==> config.mk <==
export PLATFORM = sky130hd
export DESIGN_NAME = sat_alu
export DESIGN_NICKNAME = d
export VERILOG_FILES = /design/src/rtl/core/sat_pkg.sv /design/src/rtl/core/sat_alu.sv
export SDC_FILE = /design/constraint.sdc
export NUM_CORES = 1
export LEC_CHECK = 0
export BUFFER_PORTS_ARGS = -buffer_cell sky130_fd_sc_hd__buf_2
export CAP_MARGIN = 0
export CORE_UTILIZATION = 45
export DETAILED_ROUTE_END_ITERATION = 8
export GPL_ROUTABILITY_DRIVEN = 0
export PLACE_DENSITY = 0.74
export SLEW_MARGIN = 0
export SYNTH_ARGS = -nofsm -noshare
export SYNTH_HDL_FRONTEND = slang
export SYNTH_SLANG_ARGS = --single-unit
==> constraint.sdc <==
create_clock -name vclk -period 4.4
set_input_delay 0.44 -clock vclk [all_inputs]
set_output_delay 0.44 -clock vclk [all_outputs]
set_load 0.005 [all_outputs]
==> src/rtl/core/sat_pkg.sv <==
// Shared types and constants for the summed-area table engine.
// No dependencies; used by sat_alu, summed_area_table_engine_core and the testbench.
package sat_pkg;

    // default sizes handed to the top level
    localparam int DEF_MAX_ROWS   = 64;
    localparam int DEF_MAX_COLS   = 64;
    localparam int DEF_VALUE_BITS = 16;
    localparam int DEF_SUM_BITS   = 32;

    // fixed field widths
    localparam int OP_W       = 2;
    localparam int COORD_W    = 6;
    localparam int GRID_W     = 7;
    localparam int STATUS_W   = 2;
    localparam int APB_ADDR_W = 3;
    localparam int APB_DATA_W = 32;

    localparam logic [GRID_W-1:0] GRID_RESET = 7'd64;

    // register index, taken from paddr[2]
    localparam logic REG_GRID_ROWS = 1'b0;
    localparam logic REG_GRID_COLS = 1'b1;

    typedef enum logic [OP_W-1:0] {
        OP_ADD     = 2'd0,
        OP_BUILD   = 2'd1,
        OP_QUERY   = 2'd2,
        OP_RESTART = 2'd3
    } t_op;

    typedef enum logic [STATUS_W-1:0] {
        STAT_OK    = 2'd0,
        STAT_PHASE = 2'd1,
        STAT_RANGE = 2'd2
    } t_status;

    typedef enum logic {
        ALU_ADD = 1'b0,
        ALU_SUB = 1'b1
    } t_alu_op;

    typedef enum logic [3:0] {
        ST_CLEAR,
        ST_IDLE,
        ST_ADD_RD,
        ST_ADD_WR,
        ST_BLD_RDA,
        ST_BLD_RDU,
        ST_BLD_WR,
        ST_QRY,
        ST_QRY_END
    } t_state;

endpackage

==> src/rtl/core/sat_alu.sv <==
// Shared add/subtract unit, wraps at WIDTH bits.
// Depends on sat_pkg.
module sat_alu #(
    parameter int WIDTH = 32
) (
    input  sat_pkg::t_alu_op  i_op,
    input  logic [WIDTH-1:0]  i_a,
    input  logic [WIDTH-1:0]  i_b,
    output logic [WIDTH-1:0]  o_y
);

    always_comb begin
        case (i_op)
            sat_pkg::ALU_ADD: o_y = i_a + i_b;
            sat_pkg::ALU_SUB: o_y = i_a - i_b;
            default:          o_y = i_a + i_b;
        endcase
    end

endmodule

==> summary.txt <==
Layout
  – Number of clock buffers in the layout: 0
  – Layout cells sized above 1: 0.399
  – Area growth syn-to-layout: 47.8%
  – Reg area: 0 um2
  – Fill count: 413
  – Number of inserted diodes: 0
  – # nets final: 584
  – Seq cells: 0
  – Finished Layout Cells: 551
  – Area of the multi-input gates: 0.00246 mm2

Detailed routing
  – DR iter-0 viols: 140
  – DRT antenna net count: 0
  – Via count: 3103
  – Wirelength, routed: 7.83 mm
  – Post-DR vias/cell: 5.63
  – DR WL/cell: 14.2 um
  – DRC: 0
  – DRT Pass-1 Iters: 4

Global route
  – All-Layer GR Usage: 0.248
  – GRT overflow: 0
  – Number of global-route vias before repair: 2677
  – First-pass GRT wire length: 11.2 mm
  – Largest net degree at the start of global routing: 32
  – Initial antenna violation count: 0

Min path
  – Min-Delay Path Class: in2out

STA
  – Final number of hold-violating endpoints: 0
  – Crit path time final: 4.38 ns
  – Normalized max-slew margin: 0.591
  – Worst-Margin Slew: 0.613 ns
  – RSZ-0062 raised after global routing: true
  – Setup ws final: 0.0171 ns
  – Setup violators final: 0
  – Max-slew violations: 0
  – Peak Freq: 228 MHz
  – Final period util: 0.996

Floorplan
  – Top Ports: 97
  – Full die area: 0.00553 mm2
  – Rows: 25
  – Initial Util: 0.483
  – Die X: 74.4 um
  – Die height: 74.4 um
  – Core area: 0.00488 mm2

Power
  – Peak VDD IR: 0.132 mV
  – Total power: 722 uW
  – Static leakage: 1.60 nW
  – Cell Pwr Density: 207 mW/mm2

Worst setup path
  – CP Class: in2out
  – Critical Path Source Type: input port
  – Req. time, crit path: 3.96 ns
  – CP Capture Type: output pin
  – CP max FO: 4
  – Critical Path AT: 3.94 ns

Yosys
  – Mapped Cells: 348
  – Top area cells in the synthesized netlist: ha_1, xnor2_1, a21oi_1, nor2_1, xor2_1
  – Cell with the most instances after synthesis: a21oi_1
  – Synth top area share: 0.170
  – Post-synth top cells: a21oi_1, xnor2_1, nor2_1
  – Area leader, netlist: ha_1
  – Syn_nets: 446
  – Post-synthesis sequential area ratio: 0
  – Syn_area_per_cell: 6.77 um2
  – Ys Warns: 0
  – Mapped cell area: 0.00236 mm2
  – Synth cell types: 51

Placement
  – Final HPWL DP: 6.08 mm
  – Inst Count DP: 547
  – Port bufs: 97
  – Placement Setup Slack: -0.0873 ns

Job
  – Max_cap viols: 0

Run status
  – Status: complete, no violations
final cells by class:
class                           instances  area share
Multi-Input combinational cell        322       0.707
Timing Repair Buffer                  147       0.253
Tap cell                               67      0.0241
Inverter                               15      0.0162
timing repair:
item                       4_1_cts  5_1_grt
resized for setup                5       48
setup endpoints to repair        7       12
hold buffers                     0        0
setup buffers                    0        4
pin swaps                        0       19
routing by layer:
metal / global-route usage / routed length (um)
met5: 0 / 0
met4: 0.0335 / 143
met3: 0.0217 / 585
met2: 0.427 / 3840
met1: 0.341 / 3270
placed cells by master, fill, tap and decap left out, types with 2 or more instances in the layout:
cell and count:
a21o_1 7, a21oi_1 33, a21oi_2 11, a31oi_1 6
and3_1 5, buf_2 96, buf_4 46, buf_6 5
ha_1 29, ha_2 3, inv_1 14, nand2_1 24
nand3_1 7, nand4_1 5, nor2_1 37, nor2b_1 5
nor3_1 16, nor4_1 2, nor4_4 3, o211ai_1 3
o21a_1 5, o21ai_0 11, o21ai_1 4, o21ai_2 2
o21bai_1 6, o2bb2ai_1 2, or3_1 3, or3_4 2
or4_1 2, xnor2_1 41, xnor2_2 2, xor2_1 15
worst paths after layout:
kind	start	end	slack, ns	depth (start not counted)
setup / recovery	i_b[5]	o_y[30]	0.02	17
hold / removal	i_b[0]	o_y[0]	1.26	4
cell families after synthesis:
logic type	synth area share
simple gates	0.272
compound gates	0.280
xor+xnor	0.219
fa+ha+maj	0.178
buf+inv	0.0425
mux	0.00902
metrics by stage:
stage	TNS (ns)	utilization	hold WS (ns)	instance area (um2)
2_1_floorplan	0	-	1.01	2360
3_3_place_gp	-0.147	0.662	1.26	3230
3_5_place_dp	-0.375	0.662	1.26	3230
4_1_cts	0	0.666	1.26	3250
5_1_grt	-0.705	0.714	1.29	3480
6_report	0	0.714	1.26	3480
critical path, cell delays in order:
cell      delay, ns
buf_6          0.09
or4_4          0.53
or3_4          0.38
nor4_4         0.21
buf_4          0.16
a21oi_2        0.05
xnor2_1        0.15
ha_1           0.36
buf_6          0.15
nand4_1        0.20
nor2_1         0.09
a32o_2         0.24
a21oi_4        0.17
a211oi_4       0.10
or2_4          0.28
a211oi_2       0.20
buf_2          0.13
where the power goes:
part | total, mW | switching, mW | internal (mW)
Sequential | 0 | 0 | 0
Combinational | 0.722 | 0.369 | 0.353
Clock | 0 | 0 | 0
Power figures use the tool's default switching activity.
